`src/rtl/core/smvr_pkg.sv`:
```
// ----------------------------------------------------------------------------
// smvr_pkg
// Shared widths, codes, stage records and saturating arithmetic for the
// CSR sparse matrix-vector row engine.
// ----------------------------------------------------------------------------
package smvr_pkg;

    localparam int SMVR_VECTOR_DEPTH = 1024;
    localparam int FIFO_DEPTH        = 8;

    localparam int KIND_W   = 2;
    localparam int POS_W    = 11;
    localparam int DATA_W   = 32;
    localparam int SUM_W    = 64;
    localparam int APB_AW   = 3;
    localparam int APB_DW   = 32;

    localparam logic [KIND_W-1:0] KIND_LOAD    = 2'd0;
    localparam logic [KIND_W-1:0] KIND_NONZERO = 2'd1;
    localparam logic [KIND_W-1:0] KIND_ROW_END = 2'd2;

    localparam logic REG_INDEX_BASE = 1'b0;

    typedef struct packed {
        logic                     valid;
        logic                     use_prod;
        logic                     col_bad;
        logic                     ends_row;
        logic signed [DATA_W-1:0] data;
        logic signed [SUM_W-1:0]  prior;
    } t_s1;

    typedef struct packed {
        logic                    valid;
        logic                    use_prod;
        logic                    col_bad;
        logic                    ends_row;
        logic signed [SUM_W-1:0] prod;
        logic signed [SUM_W-1:0] prior;
    } t_s2;

    typedef struct packed {
        logic                    valid;
        logic                    err;
        logic signed [SUM_W-1:0] acc;
        logic signed [SUM_W-1:0] prior;
    } t_s3;

    typedef struct packed {
        logic signed [SUM_W-1:0] row_sum;
        logic                    column_error;
    } t_result;

    function automatic logic signed [SUM_W-1:0] sat_add(
        input logic signed [SUM_W-1:0] a,
        input logic signed [SUM_W-1:0] b
    );
        logic signed [SUM_W:0]   s;
        logic signed [SUM_W-1:0] r;
        s = {a[SUM_W-1], a} + {b[SUM_W-1], b};
        if (s[SUM_W] != s[SUM_W-1]) begin
            r = s[SUM_W] ? {1'b1, {(SUM_W-1){1'b0}}} : {1'b0, {(SUM_W-1){1'b1}}};
        end else begin
            r = s[SUM_W-1:0];
        end
        return r;
    endfunction

endpackage

```
`src/rtl/core/smvr_mac.sv`:
```
// ----------------------------------------------------------------------------
// smvr_mac
// Multiply, saturating row accumulate and final prior-sum add.
// ----------------------------------------------------------------------------
module smvr_mac import smvr_pkg::*; (
    input  logic                     i_clk,
    input  logic                     i_rst_n,
    input  t_s1                      i_s1,
    input  logic signed [DATA_W-1:0] i_x,
    output logic                     o_res_valid,
    output t_result                  o_res
);

    t_s2                     r_s2;
    t_s3                     r_s3;
    logic signed [SUM_W-1:0] r_acc;
    logic                    r_err;
    logic signed [SUM_W-1:0] n_acc;
    logic                    n_err;

    always_comb begin
        n_acc = r_acc;
        n_err = r_err;
        if (r_s2.valid && r_s2.use_prod) begin
            n_acc = sat_add(r_acc, r_s2.prod);
        end
        if (r_s2.valid && r_s2.col_bad) begin
            n_err = 1'b1;
        end
    end

    always_ff @(posedge i_clk) begin
        if (!i_rst_n) begin
            r_s2.valid <= 1'b0;
            r_s3.valid <= 1'b0;
            r_acc      <= '0;
            r_err      <= 1'b0;
        end else begin
            r_s2.valid    <= i_s1.valid;
            r_s2.use_prod <= i_s1.use_prod;
            r_s2.col_bad  <= i_s1.col_bad;
            r_s2.ends_row <= i_s1.ends_row;
            r_s2.prod     <= SUM_W'(i_s1.data) * SUM_W'(i_x);
            r_s2.prior    <= i_s1.prior;

            r_s3.valid <= r_s2.valid && r_s2.ends_row;
            r_s3.acc   <= n_acc;
            r_s3.err   <= n_err;
            r_s3.prior <= r_s2.prior;
            if (r_s2.valid && r_s2.ends_row) begin
                r_acc <= '0;
                r_err <= 1'b0;
            end else begin
                r_acc <= n_acc;
                r_err <= n_err;
            end
        end
    end

    assign o_res_valid         = r_s3.valid;
    assign o_res.row_sum       = sat_add(r_s3.prior, r_s3.acc);
    assign o_res.column_error  = r_s3.err;

endmodule

```
`config.mk`:
```
export PLATFORM = sky130hd
export DESIGN_NAME = smvr_mac
export DESIGN_NICKNAME = d
export VERILOG_FILES = /design/src/rtl/core/smvr_pkg.sv /design/src/rtl/core/smvr_mac.sv
export SDC_FILE = /design/constraint.sdc
export NUM_CORES = 2
export LEC_CHECK = 0
export BUFFER_PORTS_ARGS = -buffer_cell sky130_fd_sc_hd__buf_4
export CAP_MARGIN = 20
export CORE_MARGIN = 8
export CORE_UTILIZATION = 40
export DETAILED_ROUTE_END_ITERATION = 8
export SLEW_MARGIN = 20
export SYNTH_ARGS = -nofsm -noshare
export SYNTH_HDL_FRONTEND = slang
export SYNTH_SLANG_ARGS = --single-unit
export TNS_END_PERCENT = 20
```
`constraint.sdc`:
```
create_clock -name i_clk -period 8.9 [get_ports i_clk]
set_input_delay 0.445 -clock i_clk [delete_from_list [all_inputs] [get_ports i_clk]]
set_output_delay 0.445 -clock i_clk [all_outputs]
set_load 0.02 [all_outputs]
```
==> results.yml <==
floorplan:
  core_um2: 133000
  die_y_um: 382
  start_util_pct: 40.3
  die_x_um: 382
  rows: 134
  io_pins: 200
  die-area_um2: 146000
status:
  status: "finished clean"
global_routing:
  grt_max_degree: 71
  grt_pass1_wl_um: 238000
  grt_pass1_vias: 40700
  grtUsageTotal_pct: 20.6
  antenna_found_initial: 2
  overflow: 0
clock_network:
  cts_tree: "yes"
  cts_max_level: 1
  clk_latency_ns: 0.60
  cts_buffers: 31
  postCtsSetupRepairBufs: 0
  root_buffer: "clkbuf_16"
  cts-resized-gates: 0
  clk_path_buf_depth: 3
  cts.sinks: 327
  cts.reportedPaths.clkPinSlew_ns: 0.07
worst_setup_path:
  end_kind: "register"
  cp.required_ns: 9.23
  path_buf_inv: 3
  worst_setup_path_start_kind: "primary input"
  critPathKind: "primary input to register"
  arrival_ns: 8.51
  ff2ff_path_depth: 13
  critical_path_depth: 25
  critical-path-top-delay-family: "adder cells"
  worst_path_most_repeated_cell: "fa_1"
  max_stage_delay_ns: 0.57
  critPathSlowestCell: "fa_1"
  cp_max_fo: 32
min_path:
  hold_depth: 1
  hold_path.class: "primary input to register"
sta:
  period_minus_slack_ns: 8.18
  period_share_pct: 91.9
  drv_slew: 0
  worst_pin_slew_ns: 1.08
  rsz0062_at_grt: "false"
  fin_ws_ns: 0.718
  final.setup.tns_ns: 0
  setup_viol: 0
  skew_ns: 0.0188
  finalHoldViolations: 0
  max_clock_freq_mhz: 122
  relSlewSlack_pct: 28.1
placement:
  dpl.cell_count: 7278
  hpwl_um: 122000
  gp_congestion: 0.908
  io_buffers: 199
  pre_cts_ws_ns: 0.128
yosys:
  synth_async_sr_flop_share_pct: 0
  yosysSeqAreaShare_pct: 17.0
  yosysTopAreaCellShare_pct: 40.4
  synth-edff-count: 260
  netlist_area_um2: 53700
  yosysTopAreaCell: "fa_1"
  synth_most_common_cell: "fa_1"
  syn_area_per_cell_um2: 9.79
  synth_area_leaders: "fa_1, edfxtp_1, ha_1"
  syn_inst: 5488
  ys_types: 77
  synth-seq-cells: 327
  synth-main-ff-cell: "edfxtp_1"
  synth_nets: 7018
  synth_warnings: 0
  synth_common_cells: "fa_1, inv_1, nand2_1"
layout:
  nets: 7130
  instances_no_fill: 7393
  layout-drive-gt1-share_pct: 6.58
  n_antenna_cell: 0
  area.growth.synth_to_final_pct: 9.27
  fillCellCount: 12800
drt:
  ant_nets: 0
  drt_iter0_markers: 2739
  routed_wirelength_um: 152000
  wl_per_cell_um: 20.6
  drcViolationCount: 0
  viasPerCell: 5.13
  via_count: 37900
  first_pass_iters: 8
job:
  timing.max_cap.violations: 0
final cells by class:
| type | instances | area, µm² | share of cell area (%) |
|---|---|---|---|
| multi-input cells | 3900 | 39800 | 67.8 |
| clock inverters | 20 | 200 | 0.341 |
| clock buffers | 38 | 855 | 1.46 |
| repair buffers | 342 | 2740 | 4.68 |
| inverters | 998 | 3750 | 6.38 |
| flip-flops and latches | 327 | 9150 | 15.6 |
| well taps | 1768 | 2210 | 3.77 |
per-layer routing:
layer | part of all wire [%] | GRT usage [%]
met2 | 44 | 32.4
met3 | 8.3 | 4.16
met4 | 2.5 | 4.81
met5 | 0 | 0
met1 | 45 | 29.4
kinds of logic (layout without fill, tap and decap cells):
family	count (synthesis)	in the layout	synth area share, %
and+or+nand+nor	1575	1575	14.6
buffers and inverters	1261	1398	8.93
adders and majority gates	1401	1401	47.8
xor gates and xnor gates	191	191	3.15
AOI/OAI and AO/OA	733	733	8.53
DFF	327	327	17.0
worst paths after layout:
| path | to | startpoint | slack [ns] |
|---|---|---|---|
| worst min register to register | r_s3[48] | r_s2[48] | 0.41 |
| worst max register to register | r_s3[126] | r_s2[65] | 3.89 |
| worst min-delay path | r_s2[60] | i_s1[60] | 0.04 |
| worst max-delay path | r_s2[127] | i_s1[87] | 0.72 |
placed cells by master (no fill, tap or decap), types with 27 or more instances in the layout:
master,instances
xor2_1,71
buf_4,282
nor2_1,181
a21oi_1,275
nand2_1,617
and2_1,586
ha_1,312
fa_1,1084
a21o_1,128
o21bai_1,30
o21a_1,27
o21ai_0,124
inv_1,997
nand4_1,32
dfxtp_1,67
dlygate4sd3_1,56
clkbuf_16,33
nand3_1,42
xnor2_1,119
edfxtp_1,260
state kept, by name (all words and copies together), names as in the netlist:
register     cells
r_s2           132
r_s3           128
r_acc           64
o_res            1
o_res_valid      1
r_err            1
stage by stage:
step / hold WS, ns / util [%] / cell area, µm²
after floorplan: 0.400 / - / 53700
after global placement: 0.404 / 42.8 / 57000
after detailed placement: 0.405 / 42.8 / 57000
after CTS: 0.000430 / 44.0 / 58700
after global routing: 0.0108 / 44.0 / 58700
final: 0.0355 / 44.0 / 58700
timing repair:
item / CTS / global route
hold buffers: 56 / 0
hold endpoints to repair: 56 / 0
setup endpoints to repair: 0 / 0
Power is left out: the tool's default activity adds up to more than one toggle a clock period on the data nets, which glitch-free logic cannot reach.
