==> config.mk <==
export PLATFORM = sky130hd
export DESIGN_NAME = smvr_out_fifo_flat
export DESIGN_NICKNAME = d
export VERILOG_FILES = /design/src/rtl/core/smvr_pkg.sv /design/src/rtl/core/smvr_if.sv /design/src/rtl/core/smvr_out_fifo.sv /design/src/flat_wrapper.sv
export SDC_FILE = /design/constraint.sdc
export NUM_CORES = 1
export LEC_CHECK = 0
export BUFFER_PORTS_ARGS = -buffer_cell sky130_fd_sc_hd__buf_2
export CELL_PAD_IN_SITES_DETAIL_PLACEMENT = 0
export CELL_PAD_IN_SITES_GLOBAL_PLACEMENT = 1
export CORE_UTILIZATION = 53
export DETAILED_ROUTE_END_ITERATION = 10
export PLACE_DENSITY = 0.85
export SKIP_LAST_GASP = 1
export SLEW_MARGIN = 20
export SYNTH_ARGS = -nofsm -noshare
export SYNTH_HDL_FRONTEND = slang
export SYNTH_SLANG_ARGS = --single-unit
export TNS_END_PERCENT = 20
==> constraint.sdc <==
create_clock -name i_clk -period 7.7 [get_ports i_clk]
set_clock_uncertainty 0.15 [all_clocks]
set_input_delay 0.385 -clock i_clk [delete_from_list [all_inputs] [get_ports i_clk]]
set_output_delay 0.385 -clock i_clk [all_outputs]
set_load 0.02 [all_outputs]
==> src/rtl/core/smvr_pkg.sv <==
// ----------------------------------------------------------------------------
// smvr_pkg
// Shared widths, codes, stage records and saturating arithmetic for the
// CSR sparse matrix-vector row engine.
// ----------------------------------------------------------------------------
package smvr_pkg;

    localparam int SMVR_VECTOR_DEPTH = 1024;
    localparam int FIFO_DEPTH        = 8;

    localparam int KIND_W   = 2;
    localparam int POS_W    = 11;
    localparam int DATA_W   = 32;
    localparam int SUM_W    = 64;
    localparam int APB_AW   = 3;
    localparam int APB_DW   = 32;

    localparam logic [KIND_W-1:0] KIND_LOAD    = 2'd0;
    localparam logic [KIND_W-1:0] KIND_NONZERO = 2'd1;
    localparam logic [KIND_W-1:0] KIND_ROW_END = 2'd2;

    localparam logic REG_INDEX_BASE = 1'b0;

    typedef struct packed {
        logic                     valid;
        logic                     use_prod;
        logic                     col_bad;
        logic                     ends_row;
        logic signed [DATA_W-1:0] data;
        logic signed [SUM_W-1:0]  prior;
    } t_s1;

    typedef struct packed {
        logic                    valid;
        logic                    use_prod;
        logic                    col_bad;
        logic                    ends_row;
        logic signed [SUM_W-1:0] prod;
        logic signed [SUM_W-1:0] prior;
    } t_s2;

    typedef struct packed {
        logic                    valid;
        logic                    err;
        logic signed [SUM_W-1:0] acc;
        logic signed [SUM_W-1:0] prior;
    } t_s3;

    typedef struct packed {
        logic signed [SUM_W-1:0] row_sum;
        logic                    column_error;
    } t_result;

    function automatic logic signed [SUM_W-1:0] sat_add(
        input logic signed [SUM_W-1:0] a,
        input logic signed [SUM_W-1:0] b
    );
        logic signed [SUM_W:0]   s;
        logic signed [SUM_W-1:0] r;
        s = {a[SUM_W-1], a} + {b[SUM_W-1], b};
        if (s[SUM_W] != s[SUM_W-1]) begin
            r = s[SUM_W] ? {1'b1, {(SUM_W-1){1'b0}}} : {1'b0, {(SUM_W-1){1'b1}}};
        end else begin
            r = s[SUM_W-1:0];
        end
        return r;
    endfunction

endpackage

==> src/rtl/core/smvr_if.sv <==


interface smvr_out_if import smvr_pkg::*; ();
    logic                    valid;
    logic                    ready;
    logic signed [SUM_W-1:0] row_sum;
    logic                    column_error;

    modport source(output valid, row_sum, column_error, input ready);
    modport sink(input valid, row_sum, column_error, output ready);
endinterface

==> src/rtl/core/smvr_out_fifo.sv <==
// ----------------------------------------------------------------------------
// smvr_out_fifo
// Result queue that absorbs the words in flight while the sink stalls.
// ----------------------------------------------------------------------------
module smvr_out_fifo import smvr_pkg::*; (
    input  logic      i_clk,
    input  logic      i_rst_n,
    input  logic      i_push,
    input  t_result   i_word,
    output logic      o_pop,
    smvr_out_if.source o_result
);

    localparam int PW = $clog2(FIFO_DEPTH);
    localparam int CW = $clog2(FIFO_DEPTH + 1);

    t_result         r_mem [FIFO_DEPTH];
    logic [PW-1:0]   r_wr_ptr;
    logic [PW-1:0]   r_rd_ptr;
    logic [CW-1:0]   r_count;
    logic            pop;

    assign pop   = o_result.valid && o_result.ready;
    assign o_pop = pop;

    always_ff @(posedge i_clk) begin
        if (i_push) begin
            r_mem[r_wr_ptr] <= i_word;
        end
        if (!i_rst_n) begin
            r_wr_ptr <= '0;
            r_rd_ptr <= '0;
            r_count  <= '0;
        end else begin
            if (i_push) begin
                r_wr_ptr <= r_wr_ptr + PW'(1);
            end
            if (pop) begin
                r_rd_ptr <= r_rd_ptr + PW'(1);
            end
            r_count <= r_count + CW'(i_push) - CW'(pop);
        end
    end

    assign o_result.valid        = (r_count != '0);
    assign o_result.row_sum      = r_mem[r_rd_ptr].row_sum;
    assign o_result.column_error = r_mem[r_rd_ptr].column_error;

endmodule
==> src/flat_wrapper.sv <==
// flat-port wrapper written by rule: the top's interface ports become plain ports
module smvr_out_fifo_flat import smvr_pkg::*;
  (i_clk, i_rst_n, i_push, i_word, o_pop, o_result_valid, o_result_row_sum, o_result_column_error, o_result_ready);
  smvr_out_if o_result_i ();
  input  logic i_clk;
  input  logic i_rst_n;
  input  logic i_push;
  input  t_result i_word;
  output logic o_pop;
  output wire logic [$bits(o_result_i.valid)-1:0] o_result_valid;
  output wire logic [$bits(o_result_i.row_sum)-1:0] o_result_row_sum;
  output wire logic [$bits(o_result_i.column_error)-1:0] o_result_column_error;
  input wire logic [$bits(o_result_i.ready)-1:0] o_result_ready;
  assign o_result_valid = o_result_i.valid;
  assign o_result_row_sum = o_result_i.row_sum;
  assign o_result_column_error = o_result_i.column_error;
  assign o_result_i.ready = o_result_ready;
  smvr_out_fifo u_core (.i_clk(i_clk), .i_rst_n(i_rst_n), .i_push(i_push), .i_word(i_word), .o_pop(o_pop), .o_result(o_result_i));
endmodule
==> results of run 1 <==
cells by family after synthesis:
group,after synthesis
AOI/OAI and AO/OA,4
muxes,202
adders and majority gates,7
xor gates and xnor gates,3
and+or+nand+nor,33
DFF,533
buffers and inverters,42
layer usage:
metal  global-route usage  vias to the layer above  routed length [um]
li1                     -                     3956                   -
met2               0.3263                      252               18870
met4              0.05024                        2                 578
met5                    0                        -                  15
met1               0.2730                     4826               15970
met3              0.04217                       42                2195
cell type report:
class	count	share of cell area
inverters	5	0.0007901
diodes	2	0.0002107
clock inverters	28	0.01169
repair buffers	215	0.06205
flip-flops and latches	533	0.6688
multi-input cells	249	0.1725
well taps	511	0.02691
clock buffers	61	0.05709
worst paths after layout:
path	slack [ns]	start	cells after the start	endpoint
worst max-delay path	3.78	flip-flop	4	o_result_row_sum[62]
worst min-delay path	0.05	i_rst_n	3	u_core.r_count[3]
worst max register to register	4.88	u_core.r_wr_ptr[2]	3	u_core.r_mem[2][50]
worst min register to register	0.32	u_core.r_rd_ptr[2]	2	flip-flop
registers in the layout, summed over array words and instances (netlist names), named ones only:
register         count
u_core.r_wr_ptr      3
u_core.r_rd_ptr      3
u_core.r_count       4
u_core.r_mem       520
worst register-to-register path, cell delays in order (launching register included):
cell and delay [ns]:
sky130_fd_sc_hd__dfxtp_1 0.32, sky130_fd_sc_hd__nand2b_1 0.31, sky130_fd_sc_hd__nor2_4 0.88, sky130_fd_sc_hd__buf_4 0.75
stage by stage:
| step | std cells | hold slack [ns] | area, um^2 |
|---|---|---|---|
| after floorplan | 824 | 0.3016 | 20160 |
| after global placement | 1446 | 0.2975 | 21430 |
| after detailed placement | 1447 | 0.3132 | 21460 |
| after CTS | 1602 | 0.02208 | 23750 |
| after global routing | 1602 | 0.03973 | 23750 |
| final | 1604 | 0.04711 | 23760 |
synthesized netlist by cell type (2+ instances only):
library cell	n	area [um^2]
sky130_fd_sc_hd__mux4_2	130	2928
sky130_fd_sc_hd__buf_6	11	123.9
sky130_fd_sc_hd__mux2i_1	7	70.07
sky130_fd_sc_hd__clkbuf_1	12	45.04
sky130_fd_sc_hd__edfxtp_1	520	15610
sky130_fd_sc_hd__inv_1	5	18.77
sky130_fd_sc_hd__buf_1	10	37.54
sky130_fd_sc_hd__buf_2	4	20.02
sky130_fd_sc_hd__mux2_2	65	732.0
sky130_fd_sc_hd__xnor2_1	2	17.52
sky130_fd_sc_hd__dfxtp_1	13	260.3
sky130_fd_sc_hd__ha_1	6	75.07
sky130_fd_sc_hd__nand2_1	9	33.78
sky130_fd_sc_hd__o21ai_0	2	10.01
sky130_fd_sc_hd__nand2b_1	6	37.54
sky130_fd_sc_hd__and2_1	4	25.02
sky130_fd_sc_hd__nor2b_1	2	12.51
sky130_fd_sc_hd__nor2_1	7	26.28
sky130_fd_sc_hd__nor3_1	2	10.01
where the power goes:
group | switching, mW | total [mW] | internal, mW
sequential | 0.0639 | 3.34 | 3.27
clock | 0.984 | 2.43 | 1.44
combinational | 0.529 | 1.00 | 0.474
==> impl_metrics.xml, run 1 <==
<?xml version="1.0" encoding="UTF-8"?>
<metrics>
  <group name="status">
    <metric name="run_status" unit="">finished, final reports clean</metric>
  </group>
  <group name="yosys">
    <metric name="synth-compound-area-share" unit="">0.001117</metric>
    <metric name="postSynth.asyncResetShare" unit="">0</metric>
    <metric name="combinational_family_with_the_most_area_after_synthesis" unit="">multiplexers</metric>
    <metric name="dominantRegCellSynth" unit="">sky130_fd_sc_hd__edfxtp_1</metric>
    <metric name="synth.distinct_cells" unit="">26</metric>
    <metric name="xor_xnor_fraction_of_synth_area" unit="">0.001303</metric>
    <metric name="synthSimpleGateAreaFrac" unit="">0.008377</metric>
    <metric name="netlist_area_before_placement" unit="mm^2">0.02016</metric>
    <metric name="synth.avg_cell_area" unit="um^2">24.47</metric>
    <metric name="synthesis.nets" unit="">900</metric>
    <metric name="yosys_register_bits" unit="">533</metric>
    <metric name="syn-instance-count" unit="">824</metric>
    <metric name="multiplexer_fraction_of_the_synthesized_cell_area" unit="">0.1850</metric>
    <metric name="synth_edf_count" unit="">520</metric>
    <metric name="post_synth_fa_ha_maj_area_fraction" unit="">0.004716</metric>
    <metric name="ys_warn_count" unit="">0</metric>
    <metric name="synth.yosys.seq_area_share" unit="">0.7873</metric>
  </group>
  <group name="final_layout">
    <metric name="footprint_of_the_multi_input_gates" unit="mm^2">0.004098</metric>
    <metric name="layout-drive-gt1-share" unit="">0.3886</metric>
    <metric name="layout.core_utilization" unit="">0.6322</metric>
    <metric name="commonest_non_fill_non_tap_cell_in_the_layout" unit="">sky130_fd_sc_hd__edfxtp_1</metric>
    <metric name="final_cell_mix" unit="">520 x sky130_fd_sc_hd__edfxtp_1, 135 x sky130_fd_sc_hd__buf_2, 130 x sky130_fd_sc_hd__mux4_2, 66 x sky130_fd_sc_hd__dlygate4sd3_1, 65 x sky130_fd_sc_hd__mux2_2</metric>
    <metric name="register_area" unit="mm^2">0.01589</metric>
    <metric name="final_nets" unit="">1131</metric>
    <metric name="area_delta_synth_final" unit="%">17.82</metric>
    <metric name="final.fill_count" unit="">2517</metric>
  </group>
  <group name="sta">
    <metric name="fin_setup_tns" unit="ns">0</metric>
    <metric name="maxSlewViolCount" unit="">0</metric>
    <metric name="worst_slew_margin_rel" unit="">0.2566</metric>
    <metric name="timing_worst_slew_pin_value" unit="ns">1.115</metric>
    <metric name="post-route-min-period" unit="ns">3.918</metric>
    <metric name="hold_violations" unit="">0</metric>
    <metric name="timing.final.crit_share" unit="">0.5089</metric>
    <metric name="timing.final.ws_setup" unit="ns">3.782</metric>
    <metric name="maximum_frequency_from_static_timing_analysis" unit="GHz">0.2552</metric>
    <metric name="unrepaired_setup_endpoints_after_global_routing" unit="">no</metric>
    <metric name="setup_violators_final" unit="">0</metric>
  </group>
  <group name="drt">
    <metric name="vias_per_cell" unit="">5.660</metric>
    <metric name="dr.first_iter.drc_count" unit="">553</metric>
    <metric name="detail_route.first_pass.iterations" unit="">4</metric>
    <metric name="wl_per_cell" unit="um">23.46</metric>
    <metric name="total_drc_errors_in_the_routed_layout" unit="">0</metric>
    <metric name="route.vias.total" unit="">9078</metric>
    <metric name="antenna_violating_nets_post_route" unit="">0</metric>
    <metric name="drt-total-wl" unit="um">37630</metric>
  </group>
  <group name="placement">
    <metric name="dp_worst_setup_slack" unit="ns">4.342</metric>
    <metric name="port_buffers" unit="">135</metric>
    <metric name="post-dp-hpwl" unit="um">19470</metric>
    <metric name="gp_congestion" unit="">0.7152</metric>
  </group>
  <group name="clocking">
    <metric name="clock_tree.buffer_depth" unit="">3</metric>
    <metric name="clk_pin_slew_worst_paths" unit="ns">0.05</metric>
    <metric name="cts.root.buffer_cell" unit="">sky130_fd_sc_hd__clkbuf_16</metric>
    <metric name="number_of_buffers_added_by_the_clock_tree_synthesis_step" unit="">51</metric>
    <metric name="insertion_delay_to_the_later_sink_of_the_worst_skew_pair" unit="ns">0.56</metric>
    <metric name="tritoncts_clock_tree" unit="">done</metric>
    <metric name="postCtsHoldBufs" unit="">66</metric>
    <metric name="clock_sinks" unit="">533</metric>
    <metric name="cts.repair_timing.setup_buffer_count" unit="">0</metric>
    <metric name="post_cts_resize_count" unit="">0</metric>
    <metric name="htreeDepth" unit="">2</metric>
  </group>
  <group name="die">
    <metric name="placeable_core_region" unit="mm^2">0.03758</metric>
    <metric name="die-area" unit="mm^2">0.03883</metric>
    <metric name="die_width" unit="um">197.0</metric>
    <metric name="core.rowCount" unit="">71</metric>
    <metric name="fp.dieH" unit="um">197.0</metric>
    <metric name="starting_density_of_the_core" unit="">0.5366</metric>
    <metric name="ioPinCount" unit="">136</metric>
  </group>
  <group name="power">
    <metric name="cellLeakagePower" unit="nW">7.614</metric>
    <metric name="cellPowerDensity" unit="mW/mm^2">285.0</metric>
    <metric name="totalPowerFinal" unit="mW">6.770</metric>
    <metric name="worst_ir_drop_vdd" unit="uV">201.8</metric>
  </group>
  <group name="setup_path">
    <metric name="worstPathMaxFanout" unit="">76</metric>
    <metric name="crit_chain" unit="">buf_4 &gt; mux4_2 &gt; mux2_2 &gt; buf_2</metric>
    <metric name="crit_family" unit="">buffers and inverters</metric>
    <metric name="critical-path-slowest-cell" unit="">sky130_fd_sc_hd__buf_4</metric>
    <metric name="critical-path-max-stage-delay" unit="ns">0.94</metric>
    <metric name="startpoint_types" unit="">flip-flop</metric>
    <metric name="critical_path.n_buffers_inverters" unit="">2</metric>
    <metric name="critPathKind" unit="">reg2out</metric>
    <metric name="critical_path.endpoint_type" unit="">primary output</metric>
    <metric name="cp_data_required_time" unit="ns">7.16</metric>
    <metric name="worst_ep_arrival_time" unit="ns">3.38</metric>
  </group>
  <group name="global_routing">
    <metric name="grt_start_max_net_pins" unit="">95</metric>
    <metric name="antenna_found_initial" unit="">3</metric>
    <metric name="first_global_vias" unit="">9389</metric>
    <metric name="groute.usage.overall" unit="">0.1982</metric>
    <metric name="grt_pass1_wl" unit="um">56660</metric>
    <metric name="grt-ovfl-total" unit="">0</metric>
  </group>
  <group name="run">
    <metric name="max-cap-violations" unit="">0</metric>
  </group>
  <group name="hold_path">
    <metric name="hold_path.class" unit="">in2reg</metric>
  </group>
</metrics>
Note: power is estimated with default switching activity, not from simulation.
==> run 2: changes to the inputs <==
--- a/config.mk
+++ b/config.mk
@@ -5,12 +5,13 @@
 export SDC_FILE = /design/constraint.sdc
 export NUM_CORES = 1
 export LEC_CHECK = 0
+export ABC_AREA = 1
 export BUFFER_PORTS_ARGS = -buffer_cell sky130_fd_sc_hd__buf_2
 export CELL_PAD_IN_SITES_DETAIL_PLACEMENT = 0
 export CELL_PAD_IN_SITES_GLOBAL_PLACEMENT = 1
-export CORE_UTILIZATION = 53
+export CORE_UTILIZATION = 43
 export DETAILED_ROUTE_END_ITERATION = 10
-export PLACE_DENSITY = 0.85
+export PLACE_DENSITY = 0.82
 export SKIP_LAST_GASP = 1
 export SLEW_MARGIN = 20
 export SYNTH_ARGS = -nofsm -noshare
==> constraint.sdc (replaced) <==
create_clock -name i_clk -period 3.4 [get_ports i_clk]
set_clock_uncertainty 0.15 [all_clocks]
set_input_delay 0.17 -clock i_clk [delete_from_list [all_inputs] [get_ports i_clk]]
set_output_delay 0.17 -clock i_clk [all_outputs]
set_load 0.02 [all_outputs]
==> run 2 against run 1 <==
Utilization is 12 points lower. Sequential power is 120% higher. Flip-flop and latch count stayed put. Clock power is 130% higher. Total power grew to 2.6 times the previous value. Setup slack worse by 3.2 ns. Largest cell class unchanged.
==> impl_metrics.xml, run 2 <==
<?xml version="1.0" encoding="UTF-8"?>
<metrics>
  <group name="status">
    <metric name="run_status" unit="">finished, final reports clean</metric>
  </group>
  <group name="die">
    <metric name="ioPinCount" unit="">136</metric>
    <metric name="placeable_core_region" unit="mm^2">0.05266</metric>
    <metric name="core.rowCount" unit="">84</metric>
    <metric name="fp.dieH" unit="um">233.1</metric>
    <metric name="die_width" unit="um">233.1</metric>
    <metric name="die-area" unit="mm^2">0.05433</metric>
    <metric name="starting_density_of_the_core" unit="">0.4361</metric>
  </group>
  <group name="yosys">
    <metric name="synth.avg_cell_area" unit="um^2">10.10</metric>
    <metric name="synth_top_cell_by_area" unit="">sky130_fd_sc_hd__edfxtp_1</metric>
    <metric name="syn-instance-count" unit="">2274</metric>
    <metric name="dominantRegCellSynth" unit="">sky130_fd_sc_hd__edfxtp_1</metric>
    <metric name="ys_warn_count" unit="">0</metric>
    <metric name="synth.yosys.seq_area_share" unit="">0.6913</metric>
    <metric name="ys_top_cells_by_area" unit="">sky130_fd_sc_hd__edfxtp_1 68%, sky130_fd_sc_hd__nand2_1 16%, sky130_fd_sc_hd__inv_1 6.6%</metric>
    <metric name="postSynth.asyncResetShare" unit="">0</metric>
    <metric name="synthesis.nets" unit="">2350</metric>
    <metric name="synth_top_cells_by_count" unit="">993 x sky130_fd_sc_hd__nand2_1, 520 x sky130_fd_sc_hd__edfxtp_1, 406 x sky130_fd_sc_hd__inv_1, 198 x sky130_fd_sc_hd__nand3_1, 64 x sky130_fd_sc_hd__buf_2</metric>
    <metric name="netlist_area_before_placement" unit="mm^2">0.02296</metric>
    <metric name="yosysMostFrequentCell" unit="">sky130_fd_sc_hd__nand2_1</metric>
    <metric name="post-synth-top-area-fraction" unit="">0.6800</metric>
    <metric name="synth.distinct_cells" unit="">21</metric>
    <metric name="yosys_register_bits" unit="">533</metric>
    <metric name="synth_edf_count" unit="">520</metric>
  </group>
  <group name="final_layout">
    <metric name="largest_regs" unit="">u_core.r_mem (520), u_core.r_count (4)</metric>
    <metric name="final_cell_mix" unit="">993 x sky130_fd_sc_hd__nand2_1, 520 x sky130_fd_sc_hd__edfxtp_1, 405 x sky130_fd_sc_hd__inv_1, 198 x sky130_fd_sc_hd__nand3_1, 135 x sky130_fd_sc_hd__buf_2</metric>
    <metric name="register_area" unit="mm^2">0.01588</metric>
    <metric name="commonest_non_fill_non_tap_cell_in_the_layout" unit="">sky130_fd_sc_hd__nand2_1</metric>
    <metric name="largest_register" unit="">u_core.r_mem</metric>
    <metric name="footprint_of_the_multi_input_gates" unit="mm^2">0.005032</metric>
    <metric name="flip_flop_count_of_the_largest_register_after_layout" unit="">520</metric>
    <metric name="final_nets" unit="">2539</metric>
    <metric name="layout-drive-gt1-share" unit="">0.1009</metric>
    <metric name="final.fill_count" unit="">4527</metric>
    <metric name="area_delta_synth_final" unit="%">16.79</metric>
  </group>
  <group name="global_routing">
    <metric name="first_global_vias" unit="">15206</metric>
    <metric name="grt_start_max_net_pins" unit="">147</metric>
    <metric name="groute.usage.overall" unit="">0.1949</metric>
    <metric name="antenna_found_initial" unit="">1</metric>
    <metric name="grt-ovfl-total" unit="">0</metric>
    <metric name="grt_pass1_wl" unit="um">81670</metric>
  </group>
  <group name="sta">
    <metric name="hold_violations" unit="">0</metric>
    <metric name="post-route-min-period" unit="ns">2.830</metric>
    <metric name="fin_hold_ws" unit="ns">0.2359</metric>
    <metric name="maximum_frequency_from_static_timing_analysis" unit="GHz">0.3534</metric>
    <metric name="setup_violators_final" unit="">0</metric>
    <metric name="unrepaired_setup_endpoints_after_global_routing" unit="">no</metric>
    <metric name="maxSlewViolCount" unit="">0</metric>
    <metric name="worst_slew_margin_rel" unit="">0.4212</metric>
    <metric name="timing.final.crit_share" unit="">0.8323</metric>
    <metric name="timing_worst_slew_pin_value" unit="ns">0.8661</metric>
  </group>
  <group name="placement">
    <metric name="port_buffers" unit="">135</metric>
    <metric name="gp_congestion" unit="">0.7543</metric>
    <metric name="post-dp-hpwl" unit="um">27810</metric>
  </group>
  <group name="clocking">
    <metric name="clock_sinks" unit="">533</metric>
    <metric name="clock_tree.buffer_depth" unit="">3</metric>
    <metric name="insertion_delay_to_the_later_sink_of_the_worst_skew_pair" unit="ns">0.59</metric>
    <metric name="cts.root.buffer_cell" unit="">sky130_fd_sc_hd__clkbuf_16</metric>
    <metric name="tritoncts_clock_tree" unit="">done</metric>
    <metric name="htreeDepth" unit="">2</metric>
    <metric name="number_of_buffers_added_by_the_clock_tree_synthesis_step" unit="">54</metric>
    <metric name="clk_pin_slew_worst_paths" unit="ns">0.06</metric>
    <metric name="cts.repair_timing.setup_buffer_count" unit="">0</metric>
  </group>
  <group name="drt">
    <metric name="wl_per_cell" unit="um">16.38</metric>
    <metric name="dr.first_iter.drc_count" unit="">976</metric>
    <metric name="detail_route.first_pass.iterations" unit="">8</metric>
    <metric name="total_drc_errors_in_the_routed_layout" unit="">0</metric>
    <metric name="antenna_violating_nets_post_route" unit="">0</metric>
    <metric name="route.vias.total" unit="">15245</metric>
    <metric name="vias_per_cell" unit="">4.783</metric>
    <metric name="drt-total-wl" unit="um">52210</metric>
  </group>
  <group name="setup_path">
    <metric name="critical-path-max-stage-delay" unit="ns">0.47</metric>
    <metric name="r2r_slack" unit="ns">1.21</metric>
    <metric name="critical_path.endpoint_type" unit="">primary output</metric>
    <metric name="critical-path-slowest-cell" unit="">sky130_fd_sc_hd__inv_6</metric>
    <metric name="cpMostUsedCell" unit="">sky130_fd_sc_hd__nand2_1</metric>
    <metric name="worstPathMaxFanout" unit="">71</metric>
    <metric name="worst_ep_arrival_time" unit="ns">2.51</metric>
    <metric name="startpoint_types" unit="">flip-flop</metric>
    <metric name="cp_data_required_time" unit="ns">3.08</metric>
    <metric name="critPathKind" unit="">reg2out</metric>
    <metric name="crit_chain" unit="">inv_6 &gt; buf_12 &gt; nand2_1 &gt; nand2_1 &gt; nand2_1 &gt; nand2_1 &gt; nand2_1 &gt; nand2_1 &gt; buf_2</metric>
    <metric name="critical_path.n_buffers_inverters" unit="">3</metric>
    <metric name="crit_family" unit="">buffers and inverters</metric>
  </group>
  <group name="power">
    <metric name="worst_ir_drop_vdd" unit="uV">425.6</metric>
    <metric name="cellLeakagePower" unit="nW">12.04</metric>
    <metric name="totalPowerFinal" unit="mW">17.30</metric>
    <metric name="cellPowerDensity" unit="mW/mm^2">645.1</metric>
  </group>
  <group name="hold_path">
    <metric name="hold_path.class" unit="">in2reg</metric>
  </group>
  <group name="run">
    <metric name="max-cap-violations" unit="">0</metric>
  </group>
</metrics>
## run 2: final timing paths
kind / start / end / cells after the start
max: flip-flop / o_result_row_sum[15] / 9
min: i_word[10] / u_core.r_mem[6][10] / 2
max reg2reg: u_core.r_wr_ptr[0] / u_core.r_mem[7][57] / 3
min reg2reg: u_core.r_wr_ptr[0] / u_core.r_wr_ptr[0] / 2
## run 2: logic make-up (layout without fill, tap and decap cells)
group | Yosys count | in the layout | synth area share
compound gates | 10 | 10 | 0.002451
fa+ha+maj | 7 | 7 | 0.004141
buf+inv | 509 | 733 | 0.09219
flops | 533 | 533 | 0.6913
other cells | 0 | 1 | 0
simple gates | 1215 | 1215 | 0.2099
## run 2: final cells by class
cell class,instances,share of cell area
Antenna cell,1,0.00009331
Clock buffer,65,0.05272
Clock inverter,26,0.009144
Inverter,408,0.05738
Multi-Input combinational cell,1232,0.1876
Sequential cell,533,0.5923
Tap cell,688,0.03210
Timing Repair Buffer,234,0.06867
## run 2: layer usage
layer,global-route usage,up-vias,share of wire
li1,-,7504,-
met1,0.2484,7298,0.43
met2,0.3409,356,0.50
met3,0.02881,87,0.049
met4,0.06046,0,0.022
met5,0,-,0
## run 2: where the power goes
part / switching [mW] / leakage, nW / internal [mW]
combinational: 2.86 / 6.39 / 1.25
clock: 2.38 / 0.817 / 3.30
sequential: 0.110 / 4.83 / 7.40
## run 2: repair_timing
item	CTS	global route
hold endpoints to repair	533	0
gates resized for setup	0	0
hold buffers	69	0
## run 2: per-stage QoR
stage / utilization / instances / cell area [um^2] / worst slack [ns] / TNS [ns]
after detailed placement: 0.4647 / 3026 / 24470 / 1.182 / 0
after floorplan: - / 2274 / 22960 / -0.6142 / -269.32
final: 0.5093 / 3187 / 26820 / 0.5702 / 0
after global routing: 0.5093 / 3187 / 26820 / 0.4143 / 0
after CTS: 0.5093 / 3186 / 26820 / 0.5529 / 0
after global placement: 0.4647 / 3026 / 24470 / 1.211 / 0
